**src/rtl/itm_trace_packet_deframer_defines.svh**
```systemverilog
// Assertion macros for the ITM trace packet deframer.
// Used by itm_trace_packet_deframer.sv; the including module supplies clock and reset.
`ifndef ITM_TRACE_PACKET_DEFRAMER_DEFINES_SVH
`define ITM_TRACE_PACKET_DEFRAMER_DEFINES_SVH

// check cons in the same cycle as ante
`define ITMDF_ASSERT_NOW(label, ante, cons, msg) \
   label: assert property (@(posedge clock) disable iff (reset) (ante) |-> (cons)) \
      else $error(msg);

// check cons in the cycle after ante
`define ITMDF_ASSERT_NEXT(label, ante, cons, msg) \
   label: assert property (@(posedge clock) disable iff (reset) (ante) |=> (cons)) \
      else $error(msg);

`endif

```
**src/rtl/itmdf_pkg.sv**
```systemverilog
// Types and constants of the ITM trace packet deframer.
// No dependencies; imported by itm_trace_packet_deframer.
package itmdf_pkg;

   localparam int unsigned PKT_MAX = 5;

   localparam logic [7:0] OVERFLOW_MARK = 8'h70;
   localparam logic [7:0] SYNC_HEADER   = 8'h00;

   localparam logic [1:0] STATUS_PACKET   = 2'd0;
   localparam logic [1:0] STATUS_OVERFLOW = 2'd1;
   localparam logic [1:0] STATUS_TOO_LONG = 2'd2;

   localparam logic [1:0] SIZE_CODE_WORD = 2'd3;

   typedef logic [7:0] trace_byte_type;

   typedef struct packed {
      logic [1:0]                     status;
      logic [2:0]                     length;
      trace_byte_type [PKT_MAX-1:0]   bytes;
   } result_type;

endpackage

```
**src/rtl/itm_trace_packet_deframer.sv**
```systemverilog
// ITM/SWO trace packet deframer: one trace byte per request, framed packets out.
// Depends on itmdf_pkg and itm_trace_packet_deframer_defines.svh.
//
// Usage:
//   The request channel (req_valid, req_stall, req_byte_in) takes one raw trace
//   byte per accepted request. The response channel (rsp_valid, rsp_stall,
//   rsp_status, rsp_length, rsp_byte0..rsp_byte4) gives a response for a byte
//   that completes a packet, is an overflow marker or overruns five bytes.
//   Bytes beyond rsp_length, and all bytes of a status response, read as zero.
//   A response enters the response register, or the skid stage while rsp_stall holds one.
//   Throughput: one byte per cycle while req_stall is low; the header decode and
//   packet assembly sit between the parser state registers and the response register.
//   A response register with a one-entry skid stage behind it lets requests
//   keep flowing while a response waits; req_stall rises only when the skid
//   stage is also occupied, and falls once the receiver takes a response.
//   Reset clears the parser to the header phase and empties both response
//   stages; no clearing pass is needed.
module itm_trace_packet_deframer
   import itmdf_pkg::*;
(
   input  logic       clock,
   input  logic       reset,
   input  logic       req_valid,
   output logic       req_stall,
   input  logic [7:0] req_byte_in,
   output logic       rsp_valid,
   input  logic       rsp_stall,
   output logic [1:0] rsp_status,
   output logic [2:0] rsp_length,
   output logic [7:0] rsp_byte0,
   output logic [7:0] rsp_byte1,
   output logic [7:0] rsp_byte2,
   output logic [7:0] rsp_byte3,
   output logic [7:0] rsp_byte4
);

`include "itm_trace_packet_deframer_defines.svh"

   logic                          collecting_ff, collecting_in;
   logic [2:0]                    held_ff, held_in;
   logic [2:0]                    target_ff, target_in;
   logic                          eoc_ff, eoc_in;
   trace_byte_type [PKT_MAX-1:0]  buf_ff, buf_in;

   logic                          rsp_valid_ff, rsp_valid_in;
   result_type                    rsp_data_ff, rsp_data_in;
   logic                          skid_valid_ff, skid_valid_in;
   result_type                    skid_data_ff, skid_data_in;

   logic                          accept;
   logic                          out_ready;
   logic                          res_valid;
   result_type                    res;
   logic                          emit_packet;
   logic [1:0]                    size_code;

   assign req_stall = skid_valid_ff;
   assign accept    = req_valid & ~req_stall;
   assign out_ready = ~rsp_valid_ff | ~rsp_stall;
   assign size_code = req_byte_in[1:0];

   // parser step
   always_comb begin
      collecting_in = collecting_ff;
      held_in       = held_ff;
      target_in     = target_ff;
      eoc_in        = eoc_ff;
      buf_in        = buf_ff;
      res_valid     = 1'b0;
      emit_packet   = 1'b0;
      res           = '0;
      if (accept) begin
         if (!collecting_ff) begin
            held_in   = 3'd0;
            target_in = 3'd0;
            eoc_in    = 1'b0;
            if (req_byte_in == OVERFLOW_MARK) begin
               res_valid  = 1'b1;
               res.status = STATUS_OVERFLOW;
            end else if (!req_byte_in[2]) begin
               buf_in[0] = req_byte_in;
               held_in   = 3'd1;
               if (req_byte_in == SYNC_HEADER) begin
                  target_in     = 3'(PKT_MAX);
                  collecting_in = 1'b1;
               end else if (req_byte_in[3:0] == 4'h0) begin
                  if (!req_byte_in[7]) begin
                     emit_packet = 1'b1;
                  end else begin
                     eoc_in        = 1'b1;
                     collecting_in = 1'b1;
                  end
               end else begin
                  target_in     = (size_code == SIZE_CODE_WORD) ? 3'd5 : {1'b0, size_code} + 3'd1;
                  collecting_in = 1'b1;
               end
            end
         end else if (held_ff >= 3'(PKT_MAX)) begin
            collecting_in = 1'b0;
            res_valid     = 1'b1;
            res.status    = STATUS_TOO_LONG;
         end else begin
            for (int k = 0; k < PKT_MAX; k++) begin
               if (held_ff == 3'(k)) begin
                  buf_in[k] = req_byte_in;
               end
            end
            held_in = held_ff + 3'd1;
            if ((eoc_ff && !req_byte_in[7]) || held_in == target_ff) begin
               collecting_in = 1'b0;
               emit_packet   = 1'b1;
            end
         end
      end
      if (emit_packet) begin
         res_valid  = 1'b1;
         res.status = STATUS_PACKET;
         res.length = held_in;
         for (int k = 0; k < PKT_MAX; k++) begin
            res.bytes[k] = (3'(k) < held_in) ? buf_in[k] : 8'h00;
         end
      end
   end

   // response register and skid stage
   always_comb begin
      rsp_valid_in  = rsp_valid_ff;
      rsp_data_in   = rsp_data_ff;
      skid_valid_in = skid_valid_ff;
      skid_data_in  = skid_data_ff;
      if (out_ready) begin
         rsp_valid_in  = skid_valid_ff | res_valid;
         rsp_data_in   = skid_valid_ff ? skid_data_ff : res;
         skid_valid_in = 1'b0;
      end else if (res_valid) begin
         skid_valid_in = 1'b1;
         skid_data_in  = res;
      end
   end

   always_ff @(posedge clock) begin
      if (reset) begin
         collecting_ff <= 1'b0;
         held_ff       <= 3'd0;
         target_ff     <= 3'd0;
         eoc_ff        <= 1'b0;
         rsp_valid_ff  <= 1'b0;
         skid_valid_ff <= 1'b0;
      end else begin
         collecting_ff <= collecting_in;
         held_ff       <= held_in;
         target_ff     <= target_in;
         eoc_ff        <= eoc_in;
         rsp_valid_ff  <= rsp_valid_in;
         skid_valid_ff <= skid_valid_in;
      end
   end

   always_ff @(posedge clock) begin
      buf_ff       <= buf_in;
      rsp_data_ff  <= rsp_data_in;
      skid_data_ff <= skid_data_in;
   end

   assign rsp_valid  = rsp_valid_ff;
   assign rsp_status = rsp_data_ff.status;
   assign rsp_length = rsp_data_ff.length;
   assign rsp_byte0  = rsp_data_ff.bytes[0];
   assign rsp_byte1  = rsp_data_ff.bytes[1];
   assign rsp_byte2  = rsp_data_ff.bytes[2];
   assign rsp_byte3  = rsp_data_ff.bytes[3];
   assign rsp_byte4  = rsp_data_ff.bytes[4];

   `ITMDF_ASSERT_NOW(a_skid_behind_rsp, skid_valid_ff, rsp_valid_ff, "skid full with response empty")
   `ITMDF_ASSERT_NOW(a_held_range, collecting_ff, (held_ff >= 3'd1) && (held_ff <= 3'(PKT_MAX)), "held count out of range while collecting")
   `ITMDF_ASSERT_NOW(a_length_status, rsp_valid_ff, (rsp_data_ff.status == STATUS_PACKET) == (rsp_data_ff.length != 3'd0), "length disagrees with status")
   `ITMDF_ASSERT_NEXT(a_skid_holds, skid_valid_ff && rsp_stall, skid_valid_ff && $stable(skid_data_ff), "skid entry lost under stall")

endmodule

```
**config.mk**
```make
export PLATFORM = sky130hd
export DESIGN_NAME = itm_trace_packet_deframer
export DESIGN_NICKNAME = d
export VERILOG_FILES = /design/src/rtl/itmdf_pkg.sv /design/src/rtl/itm_trace_packet_deframer.sv
export VERILOG_INCLUDE_DIRS = /design/src /design/src/rtl
export SDC_FILE = /design/constraint.sdc
export NUM_CORES = 1
export LEC_CHECK = 0
export ABC_CLOCK_PERIOD_IN_PS = 7200
export BUFFER_PORTS_ARGS = -buffer_cell sky130_fd_sc_hd__buf_2
export CAP_MARGIN = 25
export CORE_AREA = 2 2 123 125
export DETAILED_ROUTE_END_ITERATION = 8
export DIE_AREA = 0 0 125 127
export RECOVER_POWER = 50
export SLEW_MARGIN = 20
export SYNTH_ARGS = -nofsm -noshare
export SYNTH_HDL_FRONTEND = slang
export SYNTH_SLANG_ARGS = --single-unit
```
**constraint.sdc**
```tcl
create_clock -name clock -period 7.2 [get_ports clock]
set_input_delay 1.08 -clock clock [delete_from_list [all_inputs] [get_ports clock]]
set_output_delay 1.08 -clock clock [all_outputs]
set_load 0.005 [all_outputs]
```
# Word level (Yosys, flattened, before mapping)
# Cells that the tools add are included.
op_classes:
  eq_ne: 7
  n_reduce_logical: 9
  n_mux: 58
  bitwise_logic: 8
  add_sub_neg: 2
  magnitude_cmp: 6
ops:
  columns: ["cell", "count"]
  rows:
  - ["$mux 8", 13]
  - ["$mux 45", 2]
  - ["$mux 40", 2]
  - ["$mux 32", 1]
  - ["$mux 1", 29]
  - ["$mux 3", 8]
  - ["$eq 8x7->1 const B", 1]
  - ["$logic_not 8->1", 1]
  - ["$eq 3x2->1 const B", 2]
  - ["$lt 1x3->1 const A", 2]
  - ["$lt 2x3->1 const A", 2]
  - ["$mux 2", 3]
  - ["$not 1->1", 5]
  - ["$logic_not 4->1", 1]
  - ["$reduce_and 2->1", 2]
  - ["$add 2x1->3 const B", 1]
  - ["$add 3x1->3 const B", 1]
  - ["$eq 3x1->1 const B", 1]
  - ["$eq 3x3->1", 1]
  - ["$eq 3x3->1 const B", 1]
  - ["$ge 3x3->1 const B", 1]
  - ["$logic_not 3->1", 1]
  - ["$lt 3x3->1 const A", 1]
  - ["$eq 2x2->1 const B", 1]
  - ["6 further kinds", 7]
word_totals:
  inputBits: 12
  out_inout_bits: 47
  register_bits: 140
  word_cells: 115

# Logic depth before layout (Yosys ltp)
# Gate-level depths: netlist of run 1.
depth:
  depth_word: 9
  mapped_depth: 10

# Worst setup path before layout of run 1
# Ideal clock, no wire load.
synth_timing:
  path_kind: "input-to-reg"
  from: "in req_byte_in[1]"
  to: "reg skid_data_ff[0] in the netlist's numbering, enable pin"
  path_buffers: 0
  t_arrival_ns: 4.179
  cell_stages: 7
  path_slack_ns: 2.573
  required_ns: 6.752
  setup_ns: 0.448
  cell_sequence: "inv_1 ha_1 or3b_2 nor4_2 a31o_4 a211oi_1 nor2_1"
synth_between:
  elab_chain_cells: 9
  word_cells_on_any_way: 14
  classes_between: "1 x eq/ne; 10 x mux; 3 x reduce/logical"
synth_rtl:
  columns: ["element", "line", "text"]
  rows:
  - ["start: declaration", "itm_trace_packet_deframer.sv:25", "input logic [7:0] req_byte_in,"]
  - ["$logic_not 4->1", "itm_trace_packet_deframer.sv:86", "end else if (req_byte_in[3:0] == 4'h0) begin"]
  - ["$mux 1", "itm_trace_packet_deframer.sv:86", null]
  - ["$mux 1", "itm_trace_packet_deframer.sv:83", "if (req_byte_in == SYNC_HEADER) begin"]
  - ["$mux 1", "itm_trace_packet_deframer.sv:80", "end else if (!req_byte_in[2]) begin"]
  - ["$mux 1", "itm_trace_packet_deframer.sv:77", "if (req_byte_in == OVERFLOW_MARK) begin"]
  - ["$mux 1", "itm_trace_packet_deframer.sv:73", "if (!collecting_ff) begin"]
  - ["$mux 1", "itm_trace_packet_deframer.sv:72", "if (accept) begin"]
  - ["$mux 1 *", "itm_trace_packet_deframer.sv:115", "if (emit_packet) begin"]
  - ["$reduce_and 2->1 (no line) *", null, null]
  - ["end signal: assignment", "itm_trace_packet_deframer.sv:162", "skid_data_ff <= skid_data_in;"]
  - ["end: declaration", "itm_trace_packet_deframer.sv:48", "result_type skid_data_ff, skid_data_in;"]
# Every way passes the cells marked *; elsewhere a longest branch is shown, timed or not.
# A chain may end at the register's enable or synchronous reset.

# Worst setup path in the final report of run 1
layout_timing:
  from: "reg skid_valid_ff (netlist: req_stall)"
  to: "reg rsp_data_ff (netlist bit rsp_byte4[0]), data pin"
layout_between:
  elab_chain_cells: 7
  word_cells_on_any_way: 9
  classes_between: "1 x order compare; 6 x mux; 2 x bitwise"
layout_rtl:
  columns: ["element", "line", "text"]
  rows:
  - ["start: declaration", "itm_trace_packet_deframer.sv:47", "logic skid_valid_ff, skid_valid_in;"]
  - ["start signal: assignment", "itm_trace_packet_deframer.sv:155", "skid_valid_ff <= skid_valid_in;"]
  - ["$not 1->1", "itm_trace_packet_deframer.sv:58", "assign accept = req_valid & ~req_stall;"]
  - ["$and 1x1->1", "itm_trace_packet_deframer.sv:58", null]
  - ["$mux 3", "itm_trace_packet_deframer.sv:72", null]
  - ["$lt 3x3->1", "itm_trace_packet_deframer.sv:120", "res.bytes[k] = (3'(k) < held_in) ? buf_in[k] : 8'h00;"]
  - ["$mux 8", "itm_trace_packet_deframer.sv:120", null]
  - ["$mux 45", "itm_trace_packet_deframer.sv:115", null]
  - ["$mux 45 *", "itm_trace_packet_deframer.sv:133", "rsp_data_in = skid_valid_ff ? skid_data_ff : res;"]
  - ["end signal: assignment", "itm_trace_packet_deframer.sv:161", "rsp_data_ff <= rsp_data_in;"]
  - ["end: declaration", "itm_trace_packet_deframer.sv:46", "result_type rsp_data_ff, rsp_data_in;"]
# Marks and branches as above.

==> qor.txt, run 1 <==
Status = finished with violations
Failing checks = max-capacitance violations, max-slew violations
Switching share of power = 21.8%
Global-route wire length before repair = 19000 um
CTS tree = yes
Post-Syn Area per Cell = 12.5 um^2
Worst reg2reg endpoint = rsp_byte4[0]
Synth area leader = edfxtp_1
Area contributors post-synth = edfxtp_1 (48%), dfxtp_1 (18%), mux2i_1 (5.3%), nand2_1 (2.8%), nor2_1 (2.8%)
Number of setup violations in the final report = 0
Max_slew headroom = -78.0%
IO Port Bufs = 58
Post-synthesis simple-gate area fraction = 10.9%
DRC viols = 0
WHS Path Cells = 1
Synth Area in Compound Gates = 10.2%
Async set or reset register ratio after synthesis = 0%
Most frequent cells in the layout = edfxtp_1 (90), dfxtp_1 (50), nand2_1 (43)
Post-CTS Repair Setup Buffers = 0
Crit-path slowest cell = nor4_1
Reg power frac = 48.9%
Core Box Area = 14400 um^2
CP Cell Sequence = clkbuf_1 > and3b_1 > nand3_1 > nor4_1 > mux2i_1 > o21ai_0
WL final = 11900 um
Crit. End Element = register
CP arrival = 4.76 ns
Proportion of synthesized area in mux cells = 6.89%
FMAX = 0.221 GHz
Gpl congestion = 0.840
Max_cap viols = 3
Tot GR Track Use = 15.7%
Reg2Reg Setup Slack = 2.68 ns
Clock power share = 45.8%
Yosys top cell area share = 47.7%
Ant diodes = 0
Final period util = 62.8%
WL met3 = 488 um
1st-pass router iterations = 4
Area delta synth->final = 16.5%
RSZ-0062 raised after global routing = no
Initial core utilization = 39.3%
Vias in the first global route = 3481
Synthesized area = 5670 um^2
Largest family of logic cells by synthesized area = simple AND/OR/NAND/NOR gates
Placed standard-cell area = 6110 um^2
ANT nets after route = 0
Adder-Cell Fraction of Synth Area = 1.77%
Nets@finish = 535
Post-synth EDFFs = 90
Peak VDD IR = 0.000147 V
Crit path largest cell delay = 1.65 ns
Ratio of cells with drive above 1 in the final layout = 16.5%
Post-Syn Instances = 454
Max H-tree Level = 4
Worst r2r src = req_stall
Crit path max fanout = 52
Seq cells post-synth = 140
Sequential cell area fraction in the yosys report = 65.4%
Met2 Routed Length = 5450 um
CP delay by family, top = simple AND/OR/NAND/NOR gates
Post-Syn Nets = 474
Tmin final = 4.52 ns
Vias/cell = 4.96
Post-CTS sizing = 0
Final Skew = 0.00924 ns
Setup TNS = 0 ns
Uppermost routed layer = met4
Worst setup SP type = register
WHS Endpoint = buf_ff[30]
Clock transition at path regs = 0.06 ns
Final core area utilization = 45.8%
WP depth = 6
Slew @ Worst Pin = 2.67 ns
Slew Limit Fails = 110
Die area = 15900 um^2
Int Pwr = 1.43 mW
Largest net degree at the start of global routing = 53
Num rows = 44
Die width = 125 um
Die H = 127 um
Max Root-Sink Buffers = 2
Critical path type = reg -> reg
Total gr overflow = 0
Post-Synth XOR/XNOR Area = 0.464%
Worst Path Buf+Inv = 1
Clock Latency Late Sink = 0.42 ns
Io pins = 59
Hold_buf cts = 0
DR WL/cell = 16.7 um
Yosys warns = 0
Detailed Place HPWL = 7780 um
Reg2Reg Depth = 6
Primary FF master, synth = edfxtp_1
Leading cell type in the layout, fill and taps excluded = edfxtp_1
Yosys cell types = 60
Clock Sinks = 140
Worst EP required = 7.44 ns
Hold WC Path Type = reg -> reg
Psw = 0.399 mW
Routed vias = 3535
PD cells = 277 nW/um^2
Root buf cell = clkbuf_16
Final instance area = 6600 um^2
Met1 Routed Length = 5720 um
Min-delay src = buf_ff[30]
Logic pwr share = 5.3%
Static leakage = 3.05 nW
Final Hold Fails = 0
CTS Buf Count = 17
Initial antenna violation count = 0
Initial drt markers = 241
## layer usage
metal,global-route usage (%),vias to the layer above
li1,-,1732
met1,21.0,1702
met2,24.3,81
met3,5.11,20
met4,5.56,0
met5,0,-
## layout make-up
| class | instances | area, um^2 |
|---|---|---|
| Sequential cell | 140 | 3700 |
| Inverter | 39 | 146 |
| Multi-Input combinational cell | 256 | 1670 |
| Clock buffer | 20 | 447 |
| Fill cell | 1336 | 7820 |
| Tap cell | 184 | 230 |
| Clock inverter | 12 | 123 |
| Timing Repair Buffer | 61 | 282 |
## worst max path at each step
stage,slack (ns),start,to
after floorplan,2.57,req_byte_in[1],skid_data_ff[0]
after CTS,3.61,req_byte_in[1],skid_data_ff[12]
final,2.68,req_stall,rsp_byte4[0]
after global placement,3.29,req_byte_in[1],skid_data_ff[13]
after global routing,2.15,req_stall,rsp_byte4[0]
after detailed placement,3.20,req_byte_in[1],skid_data_ff[12]
## logic make-up after synthesis
logic type                 count (synthesis)
buffers and inverters                     58
AOI/OAI and AO/OA                         81
DFF                                      140
muxes                                     38
and+or+nand+nor                          126
xor gates and xnor gates                   3
adders and majority gates                  8
## state kept, by name, indices dropped and copies added, names as in the netlist, 2 cells and up
register and count:
skid_data_ff 45, rsp_byte1 8, rsp_status 2, rsp_length 3, held_ff 3, rsp_byte0 8, target_ff 3, rsp_byte4 8
rsp_byte3 8, rsp_byte2 8, buf_ff 40
## metrics by stage
| step | hold slack [ns] | cells | total power [mW] | worst slack (ns) |
|---|---|---|---|---|
| finish | 0.463 | 712 | 1.83 | 2.68 |
| floorplan | 0.432 | 454 | 0.978 | 2.57 |
| global route | 0.484 | 712 | 1.90 | 2.15 |
| global placement | 0.452 | 680 | 1.01 | 3.29 |
| detailed placement | 0.459 | 680 | 1.01 | 3.20 |
| CTS | 0.471 | 712 | 1.85 | 3.61 |
## power by group through the flow
stage / logic (mW) / clock network, mW / registers (mW)
floorplan: 0.0714 / 0 / 0.907
global placement: 0.0971 / 0 / 0.911
finish: 0.0967 / 0.837 / 0.894
detailed placement: 0.0990 / 0 / 0.912
CTS: 0.0994 / 0.853 / 0.895
global route: 0.109 / 0.889 / 0.898
## synthesized netlist by cell type (all sizes together) (2+ instances only)
master,n
mux2,8
dfxtp,50
nor2b,4
edfxtp,90
a221oi,2
a21oi,7
nor2,43
or3b,3
inv,39
and2,3
nor4,3
ha,8
and3,11
xnor2,2
nand2b,2
o21ai,38
mux2i,30
a21o,13
buf,11
nand3,5
a31oi,3
nand2,43
a211oi,4
o211ai,3
clkbuf,8
Note: power is estimated with default switching activity, not from simulation.
==> inputs of run 2 (changes only) <==
Settings changed: ABC_CLOCK_PERIOD_IN_PS 7200 to 4300.
Clock period 7.2 ns to 4.3 ns, I/O delays scaled along.
==> run 2 against run 1 <==
Against the previous run:
- the run still ends with max-capacitance violations, max-slew violations left
- non-clock buffer count increased by 1
- worst hold slack got worse by 0.0085 ns
- largest cell class unchanged
- setup slack worse by 1.7 ns
- first-iteration DRC count up 2.9%
- maximum frequency is 37% higher
==> qor.txt, run 2 (synthesis gave the netlist of run 1 again) <==
Logic pwr share = 5.2% (about the same)
Worst Path Buf+Inv = 2 (+1)
Min-delay src = buf_ff[31]
Worst r2r src = held_ff[1]
Leading cell type in the layout, fill and taps excluded = edfxtp_1
Max_cap viols = 1 (-2)
Max_slew headroom = -78.3% (-0.30 points)
Final period util = 76.5% (+14 points)
RSZ-0062 raised after global routing = no
Number of setup violations in the final report = 0 (unchanged)
Tot GR Track Use = 15.9% (+0.17 points)
Crit path largest cell delay = 0.68 ns (-0.97 ns)
Ant diodes = 0 (unchanged)
Worst setup SP type = register
Total gr overflow = 0 (unchanged)
IO Port Bufs = 58 (unchanged)
Ratio of cells with drive above 1 in the final layout = 17.2% (+0.72 points)
Hold WC Path Type = reg -> reg
Post-CTS sizing = 0 (unchanged)
Crit. End Element = register
DR WL/cell = 16.9 um (+1.3%)
Core Box Area = 14400 um^2 (unchanged)
Nets@finish = 536 (+0.19%)
CP Cell Sequence = inv_1 > ha_1 > o31ai_1 > a31o_1 > a211oi_1 > nor2_4 > buf_4
Placed standard-cell area = 6120 um^2 (+0.12%)
Worst reg2reg endpoint = skid_data_ff[14]
Crit-path slowest cell = o31ai_1
WL final = 12000 um (+1.4%)
Hold_buf cts = 0 (unchanged)
Int Pwr = 2.43 mW (+70%)
Max H-tree Level = 4 (unchanged)
Largest net degree at the start of global routing = 46 (-13%)
Static leakage = 3.07 nW (+0.76%)
Slew @ Worst Pin = 2.68 ns (+0.00449 ns)
Failing checks = max-capacitance violations, max-slew violations
Root buf cell = clkbuf_16
Switching share of power = 22.0% (+0.22 points)
Most frequent cells in the layout = edfxtp_1 (90), dfxtp_1 (50), nand2_1 (43)
WHS Endpoint = buf_ff[31]
Gpl congestion = 0.818 (-2.6%)
Clock transition at path regs = 0.06 ns (about the same)
Die area = 15900 um^2 (unchanged)
Clock Sinks = 140 (unchanged)
Crit path max fanout = 27 (-48%)
Register Area = 3700 um^2 (unchanged)
Top reg by flops = skid_data_ff
Finished Layout Cells = 713 (+0.14%)
Critical path type = reg -> reg
Post-route setup slack = 1.01 ns (-1.67 ns)
CTS tree = yes
CP arrival = 3.38 ns (-1.38 ns)
Number of flip-flops in the largest register = 45 (unchanged)
Worst slack at placement = 1.23 ns (-1.97 ns)
Vias/cell = 4.90 (-1.2%)
Psw = 0.687 mW (+72%)
Die H = 127 um (unchanged)
Routed vias = 3497 (-1.1%)
ANT nets after route = 0 (unchanged)
Slew Limit Fails = 46 (-58%)
Placed Instances = 681 (+0.15%)
1st-pass router iterations = 4 (unchanged)
Initial antenna violation count = 0 (unchanged)
Initial drt markers = 248 (+2.9%)
Max Root-Sink Buffers = 2 (unchanged)
WHS Path Cells = 1 (unchanged)
Tmin final = 3.29 ns (-1.23 ns)
Multi-input logic area = 1680 um^2 (+0.45%)
Area delta synth->final = 17.5%
Vias in the first global route = 3454 (-0.78%)
Reg2Reg Depth = 7 (+1)
Reg power frac = 48.0% (-0.9 points)
Setup TNS = 0 ns (unchanged)
Io pins = 59 (unchanged)
Post-CTS Repair Setup Buffers = 0 (unchanged)
Reg2Reg Setup Slack = 1.01 ns (-1.67 ns)
Final Hold Fails = 0 (unchanged)
Biggest regs = skid_data_ff x45, buf_ff x40
CP delay by family, top = compound AO/OA/AOI/OAI gates
PD cells = 468 nW/um^2 (+69%)
Num rows = 44 (unchanged)
Initial core utilization = 39.3% (unchanged)
Die width = 125 um (unchanged)
Global-route wire length before repair = 19000 um (+0.18%)
Detailed Place HPWL = 7990 um (+2.8%)
Fillcell total = 1363 (+2.0%)
CTS Buf Count = 17 (unchanged)
Peak VDD IR = 0.000227 V (+54%)
Clock Latency Late Sink = 0.42 ns (about the same)
Final instance area = 6660 um^2 (+0.89%)
Final Skew = 0.00647 ns (-0.00277 ns)
FMAX = 0.304 GHz (+37%)
DRC viols = 0 (unchanged)
Clock power share = 46.8% (+1.0 points)
Status = finished with violations
Worst EP required = 4.38 ns (-3.06 ns)
[run 2: cell count changes in the layout (fill, tap and decap cells not counted), sizes merged]
cell	change
clkinv	-6
clkinvlp	+1
bufinv	-1
inv	+4
buf	+3
[run 2: per-stage QoR]
stage | hold WS, ns | total power [mW] | utilization (%)
floorplan | 0.432 | 1.64 | -
global placement | 0.443 | 1.69 | 42.4
detailed placement | 0.454 | 1.69 | 42.4
CTS | 0.464 | 3.16 | 46.7
global route | 0.481 | 3.24 | 46.2
finish | 0.455 | 3.12 | 46.2
[run 2: per-layer routing]
| layer | GRT usage (%) | share of wire, % | vias up |
|---|---|---|---|
| met5 | 0 | 0 | - |
| met4 | 6.21 | 1.7 | 0 |
| met3 | 4.69 | 3.5 | 18 |
| met2 | 25.5 | 47 | 67 |
| met1 | 20.5 | 48 | 1679 |
| li1 | - | - | 1733 |
[run 2: worst register-to-register path: stages, from the launching register on]
cell and delay (ns):
dfxtp_1 0.50, inv_1 0.11, ha_1 0.28, o31ai_1 0.68, a31o_1 0.61, a211oi_1 0.27, nor2_4 0.14, buf_4 0.34
[run 2: how the worst max path moves through the flow]
| stage | cells past startpoint | startpoint | endpoint | slack, ns |
|---|---|---|---|---|
| 2_1_floorplan | 7 | req_byte_in[1] | skid_data_ff[0] | 0.11 |
| 3_3_place_gp | 8 | held_ff[0] | skid_data_ff[13] | 1.23 |
| 3_5_place_dp | 9 | req_byte_in[1] | skid_data_ff[14] | 1.23 |
| 4_1_cts | 8 | held_ff[0] | skid_data_ff[14] | 1.25 |
| 5_1_grt | 7 | held_ff[1] | skid_data_ff[13] | 0.76 |
| 6_report | 7 | held_ff[1] | skid_data_ff[14] | 1.01 |
[run 2: power by group through the flow]
stage | Sequential, mW | Combinational, mW | Clock, mW
finish | 1.50 | 0.163 | 1.46
CTS | 1.50 | 0.168 | 1.49
floorplan | 1.52 | 0.120 | 0
global placement | 1.53 | 0.166 | 0
global route | 1.50 | 0.184 | 1.55
detailed placement | 1.53 | 0.167 | 0
[run 2: cell type report]
class,instances,area share (%)
sequential,140,55.6
multi-input combinational,256,25.2
clock buffer,22,7.61
timing repair buffer,62,4.43
tap,184,3.46
inverter,39,2.20
clock inverter,10,1.50
